[src/rtl/bgf_pkg.sv]
// Shared types, constants and helpers for the battery gauge filter.
// No dependencies; every other file of the block imports this package.
`default_nettype none

package bgf_pkg;

   // Default parameter values
   localparam int unsigned ADC_BITS_DEF      = 12;
   localparam int unsigned VOLT_SCALE_DEF    = 1024;
   localparam int unsigned CURR_SCALE_DEF    = 1024;

   // Datapath widths
   localparam int unsigned AVG_W             = 32;   // Q16.16 averages
   localparam int unsigned SCALE_W           = 16;   // Q8 scale factor width
   localparam int unsigned SCALE_FRAC_SHIFT  = 8;    // Q8 scale to Q16.16
   localparam int unsigned SCALED_W          = 40;   // 16-bit ADC * 16-bit scale << 8
   localparam int unsigned QUEUE_DEPTH       = 2;

   // Shared divider
   localparam int unsigned DIV_NUM_W         = 54;
   localparam int unsigned DIV_DEN_W         = 48;
   localparam int unsigned DIV_QUOT_W        = 16;

   // Register port
   localparam int unsigned CSR_INDEX_W       = 3;
   localparam int unsigned CSR_DATA_W        = 16;

   localparam logic [CSR_INDEX_W-1:0] REG_VOLT_ALPHA = 3'd0;
   localparam logic [CSR_INDEX_W-1:0] REG_CURR_ALPHA = 3'd1;
   localparam logic [CSR_INDEX_W-1:0] REG_EMPTY_MV   = 3'd2;
   localparam logic [CSR_INDEX_W-1:0] REG_FULL_MV    = 3'd3;
   localparam logic [CSR_INDEX_W-1:0] REG_CAPACITY   = 3'd4;
   localparam logic [CSR_INDEX_W-1:0] REG_REF_MV     = 3'd5;
   localparam logic [CSR_INDEX_W-1:0] REG_GAIN       = 3'd6;

   localparam logic [15:0] RST_VOLT_ALPHA = 16'd58982;
   localparam logic [15:0] RST_CURR_ALPHA = 16'd58982;
   localparam logic [15:0] RST_EMPTY_MV   = 16'd10500;
   localparam logic [15:0] RST_FULL_MV    = 16'd12600;
   localparam logic [15:0] RST_CAPACITY   = 16'd2200;
   localparam logic [15:0] RST_REF_MV     = 16'd12400;
   localparam logic [15:0] RST_GAIN       = 16'd1;

   localparam logic [5:0]  MINUTES_PER_HOUR = 6'd60;
   localparam logic [6:0]  PERCENT_FULL     = 7'd100;

   typedef struct packed {
      logic             kind;
      logic [AVG_W-1:0] volt;
      logic [AVG_W-1:0] curr;
   } item_type;

   typedef struct packed {
      logic [15:0]        volt_alpha;
      logic [15:0]        curr_alpha;
      logic [15:0]        empty_mv;
      logic [15:0]        full_mv;
      logic [15:0]        capacity;
      logic [15:0]        ref_mv;
      logic signed [15:0] gain;
   } cfg_type;

   typedef struct packed {
      logic                 start;
      logic [DIV_NUM_W-1:0] num;
      logic [DIV_DEN_W-1:0] den;
   } div_req_type;

   typedef struct packed {
      logic                  busy;
      logic                  done;
      logic [DIV_QUOT_W-1:0] quot;
   } div_rsp_type;

   typedef struct packed {
      logic full;
      logic empty;
   } queue_stat_type;

   // Clamp a scaled sample to the 32-bit Q16.16 range
   function automatic logic [AVG_W-1:0] scale_saturate(input logic [SCALED_W-1:0] v);
      logic [AVG_W-1:0] r;
      r = (|v[SCALED_W-1:AVG_W]) ? {AVG_W{1'b1}} : v[AVG_W-1:0];
      return r;
   endfunction

endpackage

`default_nettype wire

[src/rtl/bgf_front.sv]
// Front end: takes requests, scales the raw ADC codes to Q16.16 and holds
// the item in a stage register until the queue has room. Uses bgf_pkg.
`default_nettype none

module bgf_front #(
   parameter int unsigned ADC_BITS      = bgf_pkg::ADC_BITS_DEF,
   parameter int unsigned VOLT_SCALE_Q8 = bgf_pkg::VOLT_SCALE_DEF,
   parameter int unsigned CURR_SCALE_Q8 = bgf_pkg::CURR_SCALE_DEF
) (
   input  wire logic                clock,
   input  wire logic                reset,
   input  wire logic                req_valid,
   output logic                     req_stall,
   input  wire logic                req_kind,
   input  wire logic [ADC_BITS-1:0] req_voltage_sample,
   input  wire logic [ADC_BITS-1:0] req_current_sample,
   input  wire logic                q_full,
   output logic                     push,
   output bgf_pkg::item_type        push_item
);
   import bgf_pkg::*;

   localparam logic [SCALE_W-1:0] VSCALE = SCALE_W'(VOLT_SCALE_Q8);
   localparam logic [SCALE_W-1:0] CSCALE = SCALE_W'(CURR_SCALE_Q8);

   logic              stage_valid_ff, stage_valid_in;
   item_type          stage_ff, stage_in;
   logic              accept;
   logic [SCALED_W-1:0] volt_raw, curr_raw;

   assign volt_raw = (SCALED_W'(req_voltage_sample) * SCALED_W'(VSCALE)) << SCALE_FRAC_SHIFT;
   assign curr_raw = (SCALED_W'(req_current_sample) * SCALED_W'(CSCALE)) << SCALE_FRAC_SHIFT;

   assign req_stall = stage_valid_ff && q_full;
   assign accept    = req_valid && !req_stall;
   assign push      = stage_valid_ff && !q_full;
   assign push_item = stage_ff;

   always_comb begin
      stage_in = stage_ff;
      if (accept) begin
         stage_in.kind = req_kind;
         stage_in.volt = scale_saturate(volt_raw);
         stage_in.curr = scale_saturate(curr_raw);
      end
      if (accept) begin
         stage_valid_in = 1'b1;
      end else if (push) begin
         stage_valid_in = 1'b0;
      end else begin
         stage_valid_in = stage_valid_ff;
      end
   end

   always_ff @(posedge clock) begin
      if (reset) begin
         stage_valid_ff <= 1'b0;
      end else begin
         stage_valid_ff <= stage_valid_in;
      end
   end

   always_ff @(posedge clock) begin
      stage_ff <= stage_in;
   end

endmodule

`default_nettype wire

[config.mk]
export PLATFORM = sky130hd
export DESIGN_NAME = bgf_front
export DESIGN_NICKNAME = d
export VERILOG_FILES = /design/src/rtl/bgf_pkg.sv /design/src/rtl/bgf_front.sv
export SDC_FILE = /design/constraint.sdc
export NUM_CORES = 1
export LEC_CHECK = 0
export BUFFER_PORTS_ARGS = -buffer_cell sky130_fd_sc_hd__buf_2
export CAP_MARGIN = 20
export CORE_ASPECT_RATIO = 0.9
export CORE_MARGIN = 2
export CORE_UTILIZATION = 30
export DETAILED_ROUTE_END_ITERATION = 10
export HOLD_SLACK_MARGIN = 0.02
export PLACE_DENSITY = 0.75
export SLEW_MARGIN = 20
export SYNTH_ARGS = -nofsm -noshare
export SYNTH_HDL_FRONTEND = slang
export SYNTH_SLANG_ARGS = --single-unit
[constraint.sdc]
create_clock -name clock -period 2.8 [get_ports clock]
set_input_delay 0.14 -clock clock [delete_from_list [all_inputs] [get_ports clock]]
set_output_delay 0.14 -clock clock [all_outputs]
set_load 0.05 [all_outputs]
==> run_results.csv <==
group,metric,value,unit
floorplan,die_w,68.1,um
sta,finalHoldViolCount,0,
sta,finalClockSkew,0.00495,ns
clocking,clkTransAtPathRegs,0.08,ns
grt,grt_max_degree,26,
route,routed-wl-met2,1.05,mm
synthesis,synthesis.instances,72,
sta,setup_viol,0,
clocking,cts_buffers,3,
critical_path,cp_cell_sequence,"and2_4 -> nor2b_2 -> buf_4",
clocking,post_cts_buffers,0,
floorplan,die_height,61.7,um
grt,grt_overflow,0,
power_and_ir_drop,p_clk_frac,0.224,
sta,rsz0062_at_grt,"no",
route,drt_iter0_drc,49,
grt,grt_pass1_vias,514,
grt,grt_usage,0.0890,
route,met3_wirelength,137,um
layout,layout.nets,162,
clocking,cts.sinks,26,
grt,antenna_found_initial,0,
critical_path,crit_path_max_incr_delay,0.33,ns
placement,port_buffers,55,
placement,place_hpwl,1.48,mm
clocking,htreeDepth,1,
route,drc,0,
power_and_ir_drop,power_switching,327,uW
grt,grt_pass1_wl,2.42,mm
clocking,clkLatencyLatePin,0.26,ns
power_and_ir_drop,power_density,677,nW/um2
floorplan,ios,96,
sta,fmax,842,MHz
sta,setup_tns,0,ns
layout,drive_gt1_frac,0.470,
clocking,cts_tree,"yes",
placement,gp_congestion,0.738,
power_and_ir_drop,intPower,587,uW
floorplan,dieArea,4200,um2
min_path,hp-class,"input port to flip-flop",
floorplan,row_count,20,
clocking,clk_path_buf_depth,2,
layout,antennaDiodeCount,0,
sta,slew_viol_final,0,
power_and_ir_drop,peakVddDrop,380,uV
power_and_ir_drop,p_sw_frac,0.358,
job,cap_violations,0,
critical_path,crit_family,"flip-flops",
synthesis,mappedNetlistArea,1110,um2
sta,whs,0.0436,ns
sta,period_needed,1.19,ns
floorplan,core,3450,um2
layout,syn_to_final_growth,21.5,%
route,top_layer,"met4",
critical_path,cp_max_fo,25,
critical_path,worstSetupEndpointType,"flip-flop",
critical_path,crit_arrival,1.13,ns
route,wl_met1,563,um
layout,final_common_cell,"buf_2",
run_status,status,"finished, final reports clean",
synthesis,synthDistinctLibCells,9,
route,wl_per_cell,10.2,um
synthesis,yosys_warnings,0,
synthesis,ys_seq_area_frac,0.694,
critical_path,start_kind,"flip-flop",
critical_path,cp_slowest_cell,"dfxtp_1",
layout,final_cell_mix,"buf_2 (55), conb_1 (40), edfxtp_1 (25)",
sta,min_period_over_period,0.424,
layout,nFillCells,343,
route,ant_nets,0,
synthesis,syn_avg_cell_area,15.4,um2
clocking,cts_root_buf,"clkbuf_8",
route,drt_wl_total,1.80,mm
critical_path,cp.required,2.74,ns
power_and_ir_drop,p_seq_frac,0.502,
floorplan,start_util,0.321,
route,vias,603,
power_and_ir_drop,cellLeakagePower,0.648,nW
power_and_ir_drop,comb_power_share,0.274,
layout,post-route-util,0.391,
synthesis,ys_seq_elements,26,
critical_path,crit_type,"flip-flop to flip-flop",
route,avgViaCountPerCell,3.43,
critical_path,worst-path-buf-inv,1,
route,first_pass_iters,2,
power groups by stage:
stage	Combinational, mW	Sequential, mW	Clock, mW
2_1_floorplan	0.175	0.543	0
3_3_place_gp	0.247	0.467	0
3_5_place_dp	0.249	0.468	0
4_1_cts	0.250	0.459	0.215
5_1_grt	0.261	0.461	0.235
6_report	0.250	0.459	0.205
cells in the mapped netlist, drive strengths merged:
cell type,instances,area [um2]
conb,1,3.75
and2,1,8.76
edfxtp,25,751
buf,40,300
and2b,1,8.76
nor2,1,3.75
nor2b,1,8.76
a21oi,1,5.00
dfxtp,1,20.0
metal layers:
| metal | vias up | track usage |
|---|---|---|
| li1 | 280 | - |
| met1 | 278 | 0.0819 |
| met2 | 40 | 0.161 |
| met3 | 5 | 0.0324 |
| met4 | 0 | 0.0686 |
| met5 | - | 0 |
final timing paths:
kind	start	cells after the start	slack, ns	to
min reg2reg	stage_valid_ff	2	0.52	stage_valid_ff
min	req_current_sample[1]	1	0.04	push_item[19]
max	stage_valid_ff	3	1.61	push_item[20]
max reg2reg	stage_valid_ff	3	1.61	push_item[20]
cells by family (layout without fill, tap and decap cells):
family / after synthesis / in the layout / synth area share
buffers and inverters: 40 / 61 / 0.271
AND/OR/NAND/NOR: 4 / 4 / 0.0271
other: 1 / 40 / 0.00338
flip-flops: 26 / 26 / 0.694
AO/OA/AOI/OAI: 1 / 1 / 0.00451
sequential cells by signal, summed over array words and instances, names as in the netlist:
register,flops
push_item,25
stage_valid_ff,1
metrics by stage:
stage / instance area (um2) / instances / worst slack [ns] / power, mW
after floorplan: 1260 / 111 / 1.21 / 0.718
after global placement: 1290 / 171 / 1.65 / 0.714
after detailed placement: 1290 / 171 / 1.62 / 0.717
after CTS: 1350 / 176 / 1.61 / 0.924
after global routing: 1350 / 176 / 1.56 / 0.957
final: 1350 / 176 / 1.61 / 0.914
timing repair:
item | CTS | global route
hold buffers | 1 | 0
resized for setup | 0 | 0
hold endpoints to repair | 1 | 0
final cells by class:
type                       instances  area [um2]  area share
tap                               44        55.1      0.0408
multi-input combinational         45         185       0.137
timing repair buffer              57         293       0.217
clock buffer                       4        45.0      0.0334
sequential                        26         771       0.571
No activity file was read; power rests on OpenSTA's default activity.
