==> config.mk <==
export PLATFORM = sky130hd
export DESIGN_NAME = bgf_queue
export DESIGN_NICKNAME = d
export VERILOG_FILES = /design/src/rtl/bgf_pkg.sv /design/src/rtl/bgf_queue.sv
export SDC_FILE = /design/constraint.sdc
export NUM_CORES = 1
export LEC_CHECK = 0
export BUFFER_PORTS_ARGS = -buffer_cell sky130_fd_sc_hd__buf_2
export CAP_MARGIN = 20
export CORE_ASPECT_RATIO = 0.8
export CORE_MARGIN = 3
export CORE_UTILIZATION = 30
export CTS_CLUSTER_DIAMETER = 60
export DETAILED_ROUTE_END_ITERATION = 8
export PLACE_DENSITY = 0.52
export SETUP_SLACK_MARGIN = 0.1
export SLEW_MARGIN = 20
export SYNTH_ARGS = -nofsm -noshare
export SYNTH_HDL_FRONTEND = slang
export SYNTH_SLANG_ARGS = --single-unit
==> constraint.sdc <==
create_clock -name clock -period 4 [get_ports clock]
set_clock_uncertainty 0.15 [all_clocks]
set_input_delay 1.2 -clock clock [delete_from_list [all_inputs] [get_ports clock]]
set_output_delay 1.2 -clock clock [all_outputs]
set_load 0.01 [all_outputs]
==> src/rtl/bgf_pkg.sv <==
// Shared types, constants and helpers for the battery gauge filter.
// No dependencies; every other file of the block imports this package.
`default_nettype none

package bgf_pkg;

   // Default parameter values
   localparam int unsigned ADC_BITS_DEF      = 12;
   localparam int unsigned VOLT_SCALE_DEF    = 1024;
   localparam int unsigned CURR_SCALE_DEF    = 1024;

   // Datapath widths
   localparam int unsigned AVG_W             = 32;   // Q16.16 averages
   localparam int unsigned SCALE_W           = 16;   // Q8 scale factor width
   localparam int unsigned SCALE_FRAC_SHIFT  = 8;    // Q8 scale to Q16.16
   localparam int unsigned SCALED_W          = 40;   // 16-bit ADC * 16-bit scale << 8
   localparam int unsigned QUEUE_DEPTH       = 2;

   // Shared divider
   localparam int unsigned DIV_NUM_W         = 54;
   localparam int unsigned DIV_DEN_W         = 48;
   localparam int unsigned DIV_QUOT_W        = 16;

   // Register port
   localparam int unsigned CSR_INDEX_W       = 3;
   localparam int unsigned CSR_DATA_W        = 16;

   localparam logic [CSR_INDEX_W-1:0] REG_VOLT_ALPHA = 3'd0;
   localparam logic [CSR_INDEX_W-1:0] REG_CURR_ALPHA = 3'd1;
   localparam logic [CSR_INDEX_W-1:0] REG_EMPTY_MV   = 3'd2;
   localparam logic [CSR_INDEX_W-1:0] REG_FULL_MV    = 3'd3;
   localparam logic [CSR_INDEX_W-1:0] REG_CAPACITY   = 3'd4;
   localparam logic [CSR_INDEX_W-1:0] REG_REF_MV     = 3'd5;
   localparam logic [CSR_INDEX_W-1:0] REG_GAIN       = 3'd6;

   localparam logic [15:0] RST_VOLT_ALPHA = 16'd58982;
   localparam logic [15:0] RST_CURR_ALPHA = 16'd58982;
   localparam logic [15:0] RST_EMPTY_MV   = 16'd10500;
   localparam logic [15:0] RST_FULL_MV    = 16'd12600;
   localparam logic [15:0] RST_CAPACITY   = 16'd2200;
   localparam logic [15:0] RST_REF_MV     = 16'd12400;
   localparam logic [15:0] RST_GAIN       = 16'd1;

   localparam logic [5:0]  MINUTES_PER_HOUR = 6'd60;
   localparam logic [6:0]  PERCENT_FULL     = 7'd100;

   typedef struct packed {
      logic             kind;
      logic [AVG_W-1:0] volt;
      logic [AVG_W-1:0] curr;
   } item_type;

   typedef struct packed {
      logic [15:0]        volt_alpha;
      logic [15:0]        curr_alpha;
      logic [15:0]        empty_mv;
      logic [15:0]        full_mv;
      logic [15:0]        capacity;
      logic [15:0]        ref_mv;
      logic signed [15:0] gain;
   } cfg_type;

   typedef struct packed {
      logic                 start;
      logic [DIV_NUM_W-1:0] num;
      logic [DIV_DEN_W-1:0] den;
   } div_req_type;

   typedef struct packed {
      logic                  busy;
      logic                  done;
      logic [DIV_QUOT_W-1:0] quot;
   } div_rsp_type;

   typedef struct packed {
      logic full;
      logic empty;
   } queue_stat_type;

   // Clamp a scaled sample to the 32-bit Q16.16 range
   function automatic logic [AVG_W-1:0] scale_saturate(input logic [SCALED_W-1:0] v);
      logic [AVG_W-1:0] r;
      r = (|v[SCALED_W-1:AVG_W]) ? {AVG_W{1'b1}} : v[AVG_W-1:0];
      return r;
   endfunction

endpackage

`default_nettype wire

==> src/rtl/bgf_queue.sv <==
// Short FIFO of scaled items between the front end and the sequencer.
// Uses bgf_pkg for the item type and depth.
`default_nettype none

module bgf_queue (
   input  wire logic              clock,
   input  wire logic              reset,
   input  wire logic              push,
   input  wire bgf_pkg::item_type push_item,
   input  wire logic              pop,
   output bgf_pkg::item_type      head,
   output bgf_pkg::queue_stat_type stat
);
   import bgf_pkg::*;

   localparam int unsigned PTR_W = (QUEUE_DEPTH > 1) ? $clog2(QUEUE_DEPTH) : 1;
   localparam int unsigned CNT_W = $clog2(QUEUE_DEPTH + 1);
   localparam logic [PTR_W-1:0] LAST = PTR_W'(QUEUE_DEPTH - 1);

   item_type          mem_ff [QUEUE_DEPTH];
   logic [PTR_W-1:0]  wr_ptr_ff, wr_ptr_in;
   logic [PTR_W-1:0]  rd_ptr_ff, rd_ptr_in;
   logic [CNT_W-1:0]  count_ff, count_in;
   logic              do_push, do_pop;

   assign stat.full  = (count_ff == CNT_W'(QUEUE_DEPTH));
   assign stat.empty = (count_ff == '0);
   assign do_push    = push && !stat.full;
   assign do_pop     = pop && !stat.empty;
   assign head       = mem_ff[rd_ptr_ff];

   always_comb begin
      wr_ptr_in = wr_ptr_ff;
      rd_ptr_in = rd_ptr_ff;
      count_in  = count_ff;
      if (do_push) begin
         wr_ptr_in = (wr_ptr_ff == LAST) ? '0 : wr_ptr_ff + 1'b1;
      end
      if (do_pop) begin
         rd_ptr_in = (rd_ptr_ff == LAST) ? '0 : rd_ptr_ff + 1'b1;
      end
      if (do_push && !do_pop) begin
         count_in = count_ff + 1'b1;
      end else if (do_pop && !do_push) begin
         count_in = count_ff - 1'b1;
      end
   end

   always_ff @(posedge clock) begin
      if (reset) begin
         wr_ptr_ff <= '0;
         rd_ptr_ff <= '0;
         count_ff  <= '0;
      end else begin
         wr_ptr_ff <= wr_ptr_in;
         rd_ptr_ff <= rd_ptr_in;
         count_ff  <= count_in;
      end
   end

   always_ff @(posedge clock) begin
      if (do_push) begin
         mem_ff[wr_ptr_ff] <= push_item;
      end
   end

endmodule

`default_nettype wire

==> reports/metrics.yaml <==
setup_path:
  worstPathMaxFanout: 38
  r2r-start: "count_ff[0]"
  critical-path-max-stage-delay_ns: 0.44
  critPathTopFamily: "buffers and inverters"
  end_kind: "output port"
  critPathLaunchType: "flop"
  critical_path_class: "flop to output port"
  crit_buf_inv: 2
  r2r_slack_ns: 2.21
  required_ns: 2.65
  worst_path_max_delay_cell: "buf_4"
  cp_cell_sequence: "buf_4 > mux2_2 > buf_2"
  arrival_ns: 1.74
sta:
  rsz0062_at_grt: "false"
  drv_slew: 0
  fmax_mhz: 324
  setup_viol: 0
  hold_violations: 0
  fin_crit_sh: 0.772
  slew_headroom: 0.651
  setup_tns_ns: 0
  fin_crit_ns: 3.09
  tightest_slew_ns: 0.524
placement:
  port_buffers: 135
  dp_cells: 574
  hpwl_mm: 5.94
  gp_congestion: 0.675
final_layout:
  multi_input_area_um2: 843
  final_layout_size_suffix_gt1_frac: 0.606
  diodes: 0
  regArea_um2: 4010
  nFillCells: 1477
  syn_to_final_growth_pct: 32.0
  final_cells: 606
  nNetsFinal: 448
global_route:
  grt_pass1_wl_mm: 14.5
  grt_usage: 0.109
  grt_max_degree: 66
  grt.overflow.total: 0
  antenna_found_initial: 0
  grt_pass1_vias: 2714
floorplan:
  rows: 41
  die_y_um: 120
  die-area_um2: 17900
  start_util: 0.308
  coreArea_um2: 15900
  pin_count: 136
  die_x_um: 149
routing:
  drt_iter0_markers: 118
  firstDrtPassIters: 4
  wl_per_cell_um: 15.8
  postRouteAntennaNets: 0
  vias_per_cell: 4.24
  drc_errors: 0
  wl_mm: 9.58
  num_vias: 2568
yosys:
  synthTopCellsByCount: "edfxtp_1, mux2_2, buf_4, dfxtp_1, nor2_1"
  synth_top_area_cell: "edfxtp_1"
  synth_area_leaders: "edfxtp_1, mux2_2, dfxtp_1, buf_4, xor2_1"
  synth_xor_area_frac: 0.00536
  syn_avg_cell_area_um2: 21.6
  synthCells: 227
  post-synth-top-count-cell: "edfxtp_1"
  yosysSeqAreaShare: 0.817
  synth-seq-cells: 135
  synth_cell_type_count: 14
  async_reset_ff_frac: 0
  synth_top_family_by_area: "multiplexers"
  ys.warnings.count: 0
  synth_edf_count: 130
  syn_nets: 297
  synthAdderAreaFrac: 0.00255
  synth_flop_cell: "edfxtp_1"
  synth_compound_area_frac: 0.00511
  synth_top_area_share: 0.797
  synthSimpleGateAreaFrac: 0.00945
  muxShareOfSynthArea: 0.149
  syn-cell-area_um2: 4900
cts:
  cts-resized-gates: 0
  clkTransAtPathRegs_ns: 0.06
  cts_tree: "built"
  post_cts_buffers: 0
  htreeDepth: 4
  hold_buffers: 0
  clk_path_buf_depth: 2
  root_buffer: "clkbuf_16"
  clock_latency_ns: 0.41
  cts_buffers: 17
  cts.sinks: 135
power:
  leakagePower_nw: 2.41
  max-vdd-ir-drop_uv: 306
  pwr_density_cell_nw_per_um2: 678
run:
  maxCapViolCount: 0
run_status:
  status: "completed"
min_path:
  hold_path_class: "flop to flop"
  hp-start: "wr_ptr_ff"
## cell type report
class / count / area share
Multi-Input combinational cell: 83 / 0.130
Clock buffer: 18 / 0.0664
Clock inverter: 14 / 0.0282
Tap cell: 215 / 0.0416
Inverter: 2 / 0.00116
Sequential cell: 135 / 0.619
Timing Repair Buffer: 139 / 0.113
## layout by cell type, fill, tap and decap left out, drive strengths merged
cell | netlist | routed
ha | 1 | 1
and2 | 1 | 1
buf | 7 | 139
clkinv | 0 | 10
inv | 2 | 2
nor2 | 5 | 5
bufinv | 0 | 4
edfxtp | 130 | 130
a21oi | 2 | 2
o21ai | 3 | 3
clkbuf | 0 | 18
nor2b | 1 | 1
dfxtp | 5 | 5
mux2 | 65 | 65
xor2 | 3 | 3
or3 | 2 | 2
## state kept, by name (all words and copies together) (netlist names), named ones only
signal     count
count_ff       2
wr_ptr_ff      1
rd_ptr_ff      1
mem_ff       130
## where the power goes
| group | switching (mW) | internal, mW | total, mW |
|---|---|---|---|
| sequential | 0.0453 | 1.78 | 1.82 |
| combinational | 0.523 | 0.444 | 0.967 |
| clock | 0.561 | 1.04 | 1.60 |
| total | 1.13 | 3.26 | 4.39 |
## final timing paths
check,cells past startpoint,to
min reg2reg,2,wr_ptr_ff
max reg2reg,4,mem_ff[0][44]
min,2,wr_ptr_ff
max,3,head[41]
## metal layers
layer	wire, um	GRT usage
met1	4140	0.130
met2	4360	0.166
met5	0	0
met3	945	0.0547
met4	136	0.0515
## logic make-up after synthesis
group	count (synthesis)
muxes	65
xor gates and xnor gates	3
AOI/OAI and AO/OA	5
DFF	135
and+or+nand+nor	9
buffers and inverters	9
adders and majority gates	1
## through the flow
step	util	total power, mW	cell area [um^2]	worst slack [ns]	hold slack [ns]
detailed placement	0.368	2.85	5860	1.32	0.348
CTS	0.407	4.47	6470	0.864	0.359
global route	0.407	4.61	6470	0.800	0.374
global placement	0.368	2.83	5860	1.32	0.325
floorplan	-	2.46	4900	0.501	0.302
finish	0.407	4.39	6470	0.912	0.350
## worst reg2reg max path, cell delays in order, from the launching register on
cell	delay, ns
dfxtp_1	0.42
nor2b_2	0.08
or3_1	0.34
inv_2	0.08
buf_12	0.32
Note: power is estimated with default switching activity, not from simulation.
