## src/rtl/bgf_pkg.sv

```systemverilog
// Shared types, constants and helpers for the battery gauge filter.
// No dependencies; every other file of the block imports this package.
`default_nettype none

package bgf_pkg;

   // Default parameter values
   localparam int unsigned ADC_BITS_DEF      = 12;
   localparam int unsigned VOLT_SCALE_DEF    = 1024;
   localparam int unsigned CURR_SCALE_DEF    = 1024;

   // Datapath widths
   localparam int unsigned AVG_W             = 32;   // Q16.16 averages
   localparam int unsigned SCALE_W           = 16;   // Q8 scale factor width
   localparam int unsigned SCALE_FRAC_SHIFT  = 8;    // Q8 scale to Q16.16
   localparam int unsigned SCALED_W          = 40;   // 16-bit ADC * 16-bit scale << 8
   localparam int unsigned QUEUE_DEPTH       = 2;

   // Shared divider
   localparam int unsigned DIV_NUM_W         = 54;
   localparam int unsigned DIV_DEN_W         = 48;
   localparam int unsigned DIV_QUOT_W        = 16;

   // Register port
   localparam int unsigned CSR_INDEX_W       = 3;
   localparam int unsigned CSR_DATA_W        = 16;

   localparam logic [CSR_INDEX_W-1:0] REG_VOLT_ALPHA = 3'd0;
   localparam logic [CSR_INDEX_W-1:0] REG_CURR_ALPHA = 3'd1;
   localparam logic [CSR_INDEX_W-1:0] REG_EMPTY_MV   = 3'd2;
   localparam logic [CSR_INDEX_W-1:0] REG_FULL_MV    = 3'd3;
   localparam logic [CSR_INDEX_W-1:0] REG_CAPACITY   = 3'd4;
   localparam logic [CSR_INDEX_W-1:0] REG_REF_MV     = 3'd5;
   localparam logic [CSR_INDEX_W-1:0] REG_GAIN       = 3'd6;

   localparam logic [15:0] RST_VOLT_ALPHA = 16'd58982;
   localparam logic [15:0] RST_CURR_ALPHA = 16'd58982;
   localparam logic [15:0] RST_EMPTY_MV   = 16'd10500;
   localparam logic [15:0] RST_FULL_MV    = 16'd12600;
   localparam logic [15:0] RST_CAPACITY   = 16'd2200;
   localparam logic [15:0] RST_REF_MV     = 16'd12400;
   localparam logic [15:0] RST_GAIN       = 16'd1;

   localparam logic [5:0]  MINUTES_PER_HOUR = 6'd60;
   localparam logic [6:0]  PERCENT_FULL     = 7'd100;

   typedef struct packed {
      logic             kind;
      logic [AVG_W-1:0] volt;
      logic [AVG_W-1:0] curr;
   } item_type;

   typedef struct packed {
      logic [15:0]        volt_alpha;
      logic [15:0]        curr_alpha;
      logic [15:0]        empty_mv;
      logic [15:0]        full_mv;
      logic [15:0]        capacity;
      logic [15:0]        ref_mv;
      logic signed [15:0] gain;
   } cfg_type;

   typedef struct packed {
      logic                 start;
      logic [DIV_NUM_W-1:0] num;
      logic [DIV_DEN_W-1:0] den;
   } div_req_type;

   typedef struct packed {
      logic                  busy;
      logic                  done;
      logic [DIV_QUOT_W-1:0] quot;
   } div_rsp_type;

   typedef struct packed {
      logic full;
      logic empty;
   } queue_stat_type;

   // Clamp a scaled sample to the 32-bit Q16.16 range
   function automatic logic [AVG_W-1:0] scale_saturate(input logic [SCALED_W-1:0] v);
      logic [AVG_W-1:0] r;
      r = (|v[SCALED_W-1:AVG_W]) ? {AVG_W{1'b1}} : v[AVG_W-1:0];
      return r;
   endfunction

endpackage

`default_nettype wire

```

## src/rtl/bgf_div.sv

```systemverilog
// Restoring divider, one quotient bit per cycle, shared by the charge and
// remaining-time divisions. Needs num < den << DIV_QUOT_W. Uses bgf_pkg.
`default_nettype none

module bgf_div (
   input  wire logic                 clock,
   input  wire logic                 reset,
   input  wire bgf_pkg::div_req_type req,
   output bgf_pkg::div_rsp_type      rsp
);
   import bgf_pkg::*;

   localparam int unsigned CNT_W = $clog2(DIV_QUOT_W);
   localparam int unsigned DSH_W = DIV_DEN_W + DIV_QUOT_W - 1;

   logic                  busy_ff, busy_in;
   logic                  done_ff, done_in;
   logic [CNT_W-1:0]      cnt_ff, cnt_in;
   logic [DIV_NUM_W-1:0]  rem_ff, rem_in;
   logic [DSH_W-1:0]      dsh_ff, dsh_in;
   logic [DIV_QUOT_W-1:0] quot_ff, quot_in;
   logic                  fits;

   assign fits = DSH_W'(rem_ff) >= dsh_ff;

   always_comb begin
      busy_in = busy_ff;
      done_in = 1'b0;
      cnt_in  = cnt_ff;
      rem_in  = rem_ff;
      dsh_in  = dsh_ff;
      quot_in = quot_ff;
      if (req.start) begin
         busy_in = 1'b1;
         cnt_in  = CNT_W'(DIV_QUOT_W - 1);
         rem_in  = req.num;
         dsh_in  = {req.den, {(DIV_QUOT_W-1){1'b0}}};
         quot_in = '0;
      end else if (busy_ff) begin
         if (fits) begin
            rem_in = rem_ff - dsh_ff[DIV_NUM_W-1:0];
         end
         quot_in = {quot_ff[DIV_QUOT_W-2:0], fits};
         dsh_in  = dsh_ff >> 1;
         cnt_in  = cnt_ff - 1'b1;
         if (cnt_ff == '0) begin
            busy_in = 1'b0;
            done_in = 1'b1;
         end
      end
   end

   always_ff @(posedge clock) begin
      if (reset) begin
         busy_ff <= 1'b0;
         done_ff <= 1'b0;
      end else begin
         busy_ff <= busy_in;
         done_ff <= done_in;
      end
   end

   always_ff @(posedge clock) begin
      cnt_ff  <= cnt_in;
      rem_ff  <= rem_in;
      dsh_ff  <= dsh_in;
      quot_ff <= quot_in;
   end

   assign rsp.busy = busy_ff;
   assign rsp.done = done_ff;
   assign rsp.quot = quot_ff;

endmodule

`default_nettype wire

```

## config.mk

```make
export PLATFORM = sky130hd
export DESIGN_NAME = bgf_div
export DESIGN_NICKNAME = d
export VERILOG_FILES = /design/src/rtl/bgf_pkg.sv /design/src/rtl/bgf_div.sv
export SDC_FILE = /design/constraint.sdc
export NUM_CORES = 1
export LEC_CHECK = 0
export BUFFER_PORTS_ARGS = -buffer_cell sky130_fd_sc_hd__buf_4
export CORE_MARGIN = 4
export CORE_UTILIZATION = 25
export CTS_BUF_LIST = sky130_fd_sc_hd__clkbuf_4 sky130_fd_sc_hd__clkbuf_8 sky130_fd_sc_hd__clkbuf_16
export CTS_CLUSTER_SIZE = 12
export DETAILED_ROUTE_END_ITERATION = 10
export SYNTH_ARGS = -nofsm -noshare
export SYNTH_HDL_FRONTEND = slang
export SYNTH_SLANG_ARGS = --single-unit
```

## constraint.sdc

```tcl
create_clock -name clock -period 8 [get_ports clock]
set_input_delay 0.8 -clock clock [delete_from_list [all_inputs] [get_ports clock]]
set_output_delay 0.8 -clock clock [all_outputs]
set_load 0.005 [all_outputs]
```

==> run_results.csv, run 1 <==
group,metric,value,unit
global_route,grt_pass1_vias,7503,
timing,tns,0,ps
finish,n_antenna_cell,0,
critical_path,worst_path_max_delay_cell,"o21ai_4",
logic_synthesis,yosysTopAreaCellShare,34.0,%
global_route,overflow,0,
critical_path,worstSetupPathType,"reg -> reg",
critical_path,start_kind,"flip-flop",
floorplanning,fp.dieW,198,um
critical_path,critical_path.max_stage_delay,800,ps
pwr,combPwrFrac,32.1,%
route,drt-total-wl,25400,um
clock_network,numCtsBuffers,17,
timing,setup_viol,0,
pwr,seq_power_share,35.9,%
pwr,swShare,33.0,%
timing,skew,10.7,ps
global_route,track_usage,12.7,%
global_route,grt_max_degree,83,
critical_path,r2r_cells,10,
logic_synthesis,ys_ff_latch,139,
timing,fin_crit_sh,50.9,%
critical_path,path_common_cell,"nand4_1",
route,drtAntennaViolNets,0,
floorplanning,ioPinCount,123,
finish,syn_to_final_growth,21.1,%
min_path,holdPathStages,2,
finish,fillers,3830,
job,maxCapViolCount,0,
clock_network,ctsHoldBuffers,0,
floorplanning,die_y,198,um
pwr,p_sw,0.827,mW
timing,max_clock_freq,246,MHz
finish,drive_gt1_share,15.3,%
route,wl_per_cell,16.1,um
clock_network,h-tree-depth,4,
timing,rsz0062_at_grt,"false",
critical_path,end_kind,"flip-flop",
finish,fin_nets,1268,
critical_path,crit_path_max_fanout,28,
pwr,powerDensity,230,nW/um2
logic_synthesis,synthTopCellsByArea,"edfxtp_1 (34%), dfxtp_1 (8.2%), ha_1 (7.6%), nand2_1 (7.3%), o21ai_0 (5.8%)",
clock_network,ctsResizeCount,0,
timing,slew_headroom,22.0,%
min_path,hp-class,"reg -> reg",
pwr,p_int,1.68,mW
clock_network,clk_pin_slew,60,ps
logic_synthesis,synth_cell_types,58,
pwr,fin_total_pwr,2.51,mW
timing,worst_pin_slew,1170,ps
logic_synthesis,synth.most_common_cell,"nand2_1",
logic_synthesis,ys_seq_area_share,42.2,%
clock_network,clockBufferDepth,2,
critical_path,cp.arrival,4150,ps
logic_synthesis,synth_top_area_cell,"edfxtp_1",
route,first_iter_violations,476,
global_route,grt_antenna_before_repair,1,
logic_synthesis,synthesis.area,9020,um2
clock_network,post_cts_buffers,0,
clock_network,clock_latency,430,ps
route,dr_total_vias,7561,
logic_synthesis,synth_commonest_cells,"nand2_1 (175), o21ai_0 (105), edfxtp_1 (102), inv_1 (70), nor2_1 (69)",
timing,hold_viol_final,0,
critical_path,critical_path.top_delay_family,"simple AND/OR/NAND/NOR gates",
logic_synthesis,synth_top_flop_cell,"edfxtp_1",
clock_network,cts_tree,"done",
route,viasPerCell,4.78,
pwr,clockPowerShare,32.0,%
clock_network,clock_sinks,139,
route,drc,0,
pwr,max-vdd-ir-drop,0.143,mV
critical_path,worstPathRequired,8080,ps
floorplanning,row_count,69,
critical_path,crit_chain,"inv_1, ha_1, nand4_1, or4_1, nor4_1, nand4_1, o31ai_1, a31oi_1, o21ai_4, buf_4",
critical_path,critical_path_buf_inv_count,2,
floorplanning,coreArea,35600,um2
logic_synthesis,syn_nets,1180,
floorplanning,dieArea,39200,um2
timing,final_max_slew_viol_count,0,
critical_path,worstSetupPathDepth,10,
global_route,grt_pass1_wl,39800,um
outcome,status,"finished clean",
clock_network,cts-root-buf,"clkbuf_16",
placement,port_buffers,122,
placement,dp_hpwl,19000,um
pwr,static-leakage-power,4.42,nW
placement,routabilityCongestion,0.921,
floorplanning,initial_utilization,25.4,%
route,dr.pass1.iters,5,
logic_synthesis,synth_cells,1019,
logic_synthesis,synth.avg_cell_area,8.85,um2
logic_synthesis,synthArstFlopShare,0,%
timing,period_needed,4070,ps
logic_synthesis,synth_warnings,0,
logic_synthesis,synth_enable_flop_cells,102,
final timing paths:
path | startpoint | to | slack [ps]
setup / recovery | dsh_ff[43]$_DFFE_PP_ | rem_ff[20]$_DFFE_PP_ | 3930
hold / removal | quot_ff[15]$_SDFFE_PP0P_ | quot_ff[15]$_SDFFE_PP0P_ | 510
setup reg to reg | dsh_ff[43]$_DFFE_PP_ | rem_ff[20]$_DFFE_PP_ | 3930
hold reg to reg | quot_ff[15]$_SDFFE_PP0P_ | quot_ff[15]$_SDFFE_PP0P_ | 510
cell families (layout without fill, tap and decap cells):
kind of cell	Yosys count	in the layout	share of synthesized area (%)
flops	139	139	42.2
buf+inv	127	228	5.58
fa+ha+maj	56	56	7.85
xor+xnor	49	49	4.76
compound gates	296	296	20.6
mux	32	32	3.55
simple gates	320	320	15.5
layer usage:
layer	part of all wire (%)	vias up	track usage, %
met5	0.051	-	0
met4	1.4	2	3.52
met3	6.0	25	3.10
met2	46	184	20.3
met1	47	3553	17.2
li1	-	3797	-
cell type report:
cell class / instances / area (um2) / share of cell area [%]
repair buffers: 126 / 950 / 8.69
clock buffers: 24 / 554 / 5.07
clock inverters: 8 / 50.0 / 0.458
well taps: 461 / 577 / 5.28
flip-flops and latches: 139 / 3810 / 34.9
inverters: 70 / 263 / 2.41
multi-input cells: 753 / 4720 / 43.2
through the flow:
step	worst slack (ps)	cell area, um2	hold WS, ps	instances	utilization [%]
CTS	3890	10900	507	1581	30.7
global placement	4020	10300	481	1549	29.0
finish	3930	10900	505	1581	30.7
detailed placement	3940	10300	484	1549	29.0
floorplan	1620	9020	465	1019	-
global route	3640	10900	532	1581	30.7
cell usage in the layout, fill, tap and decap left out, drive strengths merged, types with 9 or more instances in the layout:
| cell | instances |
|---|---|
| o21bai | 12 |
| o31ai | 9 |
| buf | 126 |
| xnor2 | 30 |
| o21ai | 120 |
| nor2 | 69 |
| mux2i | 32 |
| clkbuf | 24 |
| edfxtp | 102 |
| a21o | 31 |
| a21oi | 63 |
| dfxtp | 37 |
| xor2 | 19 |
| a22o | 12 |
| nand2 | 175 |
| inv | 71 |
| nand4 | 22 |
| ha | 55 |
| o21a | 10 |
state kept, by name, indices dropped and copies added (netlist names):
name     cells
done_ff      1
rem_ff      54
dsh_ff      63
busy_ff      1
quot_ff     16
cnt_ff       4
tightest hold or removal path, cell delays in order, from the launching register on:
cell and delay [ps]:
dfxtp_1 330, mux2i_1 60, nor2_1 80
power by group through the flow:
stage          sequential [mW]  clock, mW  combinational [mW]
2_1_floorplan            0.903          0               0.600
5_1_grt                  0.909      0.847               0.894
3_3_place_gp             0.912          0               0.790
3_5_place_dp             0.916          0               0.793
6_report                 0.901      0.803               0.804
4_1_cts                  0.901      0.817               0.800
Note: power is estimated with default switching activity, not from simulation.
==> inputs of run 2 (changes only) <==
clock period = 4.1 ns   (was 8 ns; I/O delays follow)
==> run 2 against run 1 <==
  * Hold slack got worse by 380 ps
  * Power grew 95%
  * Clock skew rose by 0.99 ps
  * Flip-flop and latch count did not move
  * Setup slack got worse by 3400 ps
==> run_results.csv, run 2 (synthesized netlist as in run 1, its figures left out) <==
group,metric,value,unit
clock_network,post_cts_buffers,0,
placement,post-place-ws,620,ps
floorplanning,dieArea,39200,um2
finish,layout_common_cells,"nand2_1 (175), buf_4 (124), o21ai_0 (104)",
global_route,grt_pass1_wl,40300,um
pwr,p_int,3.26,mW
clock_network,h-tree-depth,4,
global_route,grt_pass1_vias,7534,
critical_path,cp.arrival,3690,ps
pwr,swShare,33.3,%
finish,syn_to_final_growth,21.1,%
placement,dpl.cell_count,1549,
floorplanning,die_y,198,um
timing,period_needed,3590,ps
global_route,grt_max_degree,101,
placement,routabilityCongestion,0.840,
critical_path,start_kind,"flip-flop",
finish,fin_util,30.7,%
pwr,powerDensity,447,nW/um2
clock_network,ctsHoldBuffers,0,
route,dr_total_vias,7535,
job,maxCapViolCount,0,
critical_path,end_kind,"flip-flop",
min_path,hp-class,"in -> reg",
clock_network,clock_latency,440,ps
timing,max_clock_freq,279,MHz
pwr,max-vdd-ir-drop,0.215,mV
global_route,overflow,0,
finish,fillers,3784,
pwr,clockPowerShare,32.1,%
finish,n_antenna_cell,0,
pwr,combPwrFrac,31.7,%
timing,slew_headroom,23.8,%
timing,final_max_slew_viol_count,0,
pwr,p_sw,1.63,mW
timing,setup_slack,514,ps
floorplanning,initial_utilization,25.4,%
timing,rsz0062_at_grt,"false",
finish,drive_gt1_share,15.3,%
floorplanning,coreArea,35600,um2
clock_network,clock_sinks,139,
placement,port_buffers,122,
floorplanning,fp.dieW,198,um
placement,dp_hpwl,19200,um
clock_network,cts_tree,"done",
timing,fin_crit_sh,87.5,%
route,wl_per_cell,16.1,um
pwr,seq_power_share,36.1,%
critical_path,worstPathRequired,4200,ps
finish,final_common_cell,"nand2_1",
global_route,track_usage,13.0,%
global_route,grt_antenna_before_repair,0,
timing,skew,11.7,ps
route,drt-total-wl,25500,um
floorplanning,row_count,69,
pwr,static-leakage-power,4.42,nW
finish,fin_nets,1268,
clock_network,clk_pin_slew,70,ps
floorplanning,ioPinCount,123,
clock_network,numCtsBuffers,17,
finish,largest_reg_flops,63,
critical_path,crit_path_max_fanout,52,
finish,largest_register,"dsh_ff",
timing,tns,0,ps
timing,worst_pin_slew,1140,ps
timing,hold_viol_final,0,
clock_network,cts-root-buf,"clkbuf_16",
route,dr.pass1.iters,4,
route,drtAntennaViolNets,0,
route,first_iter_violations,435,
route,viasPerCell,4.77,
finish,reg.largest.list,"dsh_ff: 63 flops, rem_ff: 54 flops, quot_ff: 16 flops",
outcome,status,"finished clean",
route,drc,0,
finish,fin_cells,1581,
timing,setup_viol,0,
clock_network,clockBufferDepth,2,
clock_network,ctsResizeCount,0,
critical_path,worstSetupPathType,"reg -> reg",
-- run 2: critical path: stages, from the launching register on --
cell and delay [ps]:
edfxtp_1 410, ha_1 410, and2_1 220, nand3_1 130, nor4_1 490, inv_1 120, o31ai_2 390, o211ai_1 210
nand2_1 160, a31oi_1 150, o21ai_4 220, buf_12 320
-- run 2: through the flow --
step	hold WS [ps]	area (um2)	power, mW
finish	126	10900	4.88
global placement	480	10300	3.33
global route	106	10900	5.19
floorplan	465	9020	2.93
detailed placement	495	10300	3.33
CTS	103	10900	4.92
-- run 2: cell type report --
cell class / count / area [um2] / share of cell area, %
Inverter: 70 / 263 / 2.41
Timing Repair Buffer: 126 / 962 / 8.81
Multi-Input combinational cell: 753 / 4720 / 43.2
Clock inverter: 13 / 143 / 1.31
Clock buffer: 19 / 447 / 4.09
Tap cell: 461 / 577 / 5.28
Sequential cell: 139 / 3810 / 34.9
-- run 2: final timing paths --
| path | start | end | slack [ps] | cells past startpoint |
|---|---|---|---|---|
| max reg2reg | rem_ff[23]$_DFFE_PP_ | rem_ff[42]$_DFFE_PP_ | 510 | 11 |
| min | reset | busy_ff$_SDFF_PP0_ | 130 | 2 |
| max | rem_ff[23]$_DFFE_PP_ | rem_ff[42]$_DFFE_PP_ | 510 | 11 |
| min reg2reg | dsh_ff[0]$_SDFFE_PP0P_ | dsh_ff[0]$_SDFFE_PP0P_ | 510 | 2 |
-- run 2: power by group through the flow --
stage,clock (mW),sequential (mW),combinational [mW]
floorplan,0,1.76,1.17
global placement,0,1.79,1.54
detailed placement,0,1.79,1.54
CTS,1.61,1.77,1.55
global route,1.67,1.78,1.74
finish,1.57,1.76,1.55
-- run 2: per-layer routing --
metal | track usage (%) | wire [um] | vias to the layer above
li1 | - | - | 3795
met2 | 19.7 | 11100 | 184
met3 | 2.31 | 1050 | 34
met1 | 18.4 | 12600 | 3522
met5 | 0 | 0 | -
met4 | 5.15 | 716 | 0
==> inputs of run 3 (changes only) <==
PLACE_DENSITY = 0.4   (was default)
REMOVE_ABC_BUFFERS = 1   (was default)
SETUP_SLACK_MARGIN = 0.2   (was default)
==> run 3 against run 2 <==
  * Sequential power is essentially flat
  * Global-route usage grew 1.0 points
  * Power grew 2.4%
  * Critical path type unchanged
==> run_results.csv, run 3 (synthesized netlist as in run 1, its figures left out) <==
group,metric,value,unit
critical_path,critical_path_buf_inv_count,1,
clock_network,cts-root-buf,"clkbuf_16",
critical_path,reg2reg_from,"rem_ff[3]$_DFFE_PP_",
pwr,static-leakage-power,4.41,nW
pwr,max-vdd-ir-drop,0.324,mV
timing,final_max_slew_viol_count,0,
critical_path,worstSetupPathType,"reg -> reg",
floorplanning,fp.dieW,198,um
clock_network,clockBufferDepth,2,
clock_network,clock_sinks,139,
critical_path,r2r_setup_slack,630,ps
floorplanning,ioPinCount,123,
global_route,grt_max_degree,82,
floorplanning,dieArea,39200,um2
pwr,fin_total_pwr,5.00,mW
route,wl_per_cell,17.2,um
placement,routabilityCongestion,0.848,
critical_path,crit_path_max_fanout,32,
finish,drive_gt1_share,15.4,%
finish,layout_common_cells,"nand2_1 (175), buf_4 (127), o21ai_0 (104)",
route,first_iter_violations,414,
placement,post-place-ws,539,ps
timing,period_needed,3470,ps
critical_path,critical_path.top_delay_family,"compound AO/OA/AOI/OAI gates",
route,drt-total-wl,27200,um
critical_path,r2r_cells,11,
clock_network,clk_pin_slew,60,ps
floorplanning,coreArea,35600,um2
critical_path,end_kind,"flip-flop",
clock_network,cts_tree,"done",
clock_network,numCtsBuffers,17,
finish,reg.largest.list,"dsh_ff: 63 flops, rem_ff: 54 flops, quot_ff: 16 flops",
timing,rsz0062_at_grt,"false",
global_route,track_usage,14.0,%
timing,setup_slack,633,ps
outcome,status,"finished clean",
critical_path,reg2reg_to,"rem_ff[36]$_DFFE_PP_",
min_path,min_from,"reset",
clock_network,post_cts_buffers,0,
placement,port_buffers,122,
timing,skew,14.8,ps
global_route,overflow,0,
placement,dpl.cell_count,1551,
min_path,hp-class,"in -> reg",
finish,fillers,3802,
finish,fin_cells,1583,
timing,hold_viol_final,0,
timing,fin_crit_sh,84.6,%
global_route,grt_antenna_before_repair,0,
floorplanning,initial_utilization,25.4,%
route,viasPerCell,4.70,
finish,n_antenna_cell,0,
timing,max_clock_freq,288,MHz
finish,largest_reg_flops,63,
min_path,holdPathStages,2,
finish,largest_register,"dsh_ff",
finish,syn_to_final_growth,21.3,%
critical_path,cp.arrival,3600,ps
clock_network,clock_latency,440,ps
timing,hold_ws,148,ps
timing,worst_pin_slew,997,ps
min_path,whs_endpoint,"busy_ff$_SDFF_PP0_",
floorplanning,die_y,198,um
critical_path,critical_path.max_stage_delay,390,ps
route,dr.pass1.iters,4,
global_route,grt_pass1_wl,43200,um
route,drtAntennaViolNets,0,
critical_path,worst_path_max_delay_cell,"nor3_2",
clock_network,h-tree-depth,4,
finish,fin_nets,1270,
floorplanning,row_count,69,
placement,dp_hpwl,20100,um
timing,setup_viol,0,
critical_path,start_kind,"flip-flop",
pwr,powerDensity,457,nW/um2
global_route,grt_pass1_vias,7678,
route,drc,0,
timing,slew_headroom,33.4,%
route,dr_total_vias,7436,
critical_path,worstPathRequired,4230,ps
critical_path,crit_chain,"ha_1, a21o_1, a21oi_1, a211oi_2, nor3_2, o31ai_2, o211ai_1, nand2_1, a31oi_1, o21ai_4, buf_4",
job,maxCapViolCount,0,
finish,fin_util,30.8,%
finish,final_common_cell,"nand2_1",
-- run 3: cell types whose count changed in the layout (fill, tap and decap cells not counted), sizes merged --
cell	before	now
bufinv	2	3
clkinv	7	2
buf	126	128
clkinvlp	1	5
-- run 3: worst max path at each step --
stage,from,endpoint,slack (ps),cells past startpoint
CTS,rem_ff[16]$_DFFE_PP_,rem_ff[39]$_DFFE_PP_,510,11
global placement,rem_ff[16]$_DFFE_PP_,rem_ff[14]$_DFFE_PP_,580,11
global route,rem_ff[16]$_DFFE_PP_,rem_ff[36]$_DFFE_PP_,330,11
detailed placement,dsh_ff[16]$_DFFE_PP_,rem_ff[36]$_DFFE_PP_,540,12
floorplan,busy_ff$_SDFF_PP0_,rem_ff[0]$_DFFE_PP_,-2620,3
finish,rem_ff[3]$_DFFE_PP_,rem_ff[36]$_DFFE_PP_,630,11
-- run 3: timing repair --
| action | in CTS | in global routing |
|---|---|---|
| hold buffers | 0 | 0 |
| endpoints found under the setup margin | 0 | 16 |
| gates resized for setup | 0 | 1 |
-- run 3: routing by layer --
layer	GRT usage (%)	routed length [um]	up-vias
met2	21.5	12100	111
met4	3.06	267	0
met5	0	0	-
met3	3.39	1070	13
met1	20.1	13800	3517
li1	-	-	3795
-- run 3: cell type report --
| cell class | instances | area [um2] | area share, % |
|---|---|---|---|
| sequential | 139 | 3810 | 34.8 |
| clock buffer | 19 | 440 | 4.03 |
| inverter | 70 | 263 | 2.40 |
| multi-input combinational | 753 | 4720 | 43.2 |
| timing repair buffer | 128 | 965 | 8.82 |
| clock inverter | 13 | 166 | 1.52 |
| tap | 461 | 577 | 5.27 |
-- run 3: through the flow --
step	setup TNS [ps]	area (um2)
floorplan	-141250	8780
global placement	0	10300
detailed placement	0	10300
CTS	0	10900
global route	0	10900
finish	0	10900
-- run 3: power breakdown --
| group | total [mW] | switching [mW] | internal [mW] |
|---|---|---|---|
| clock network | 1.65 | 0.677 | 0.974 |
| logic | 1.59 | 0.947 | 0.645 |
| registers | 1.76 | 0.0665 | 1.69 |
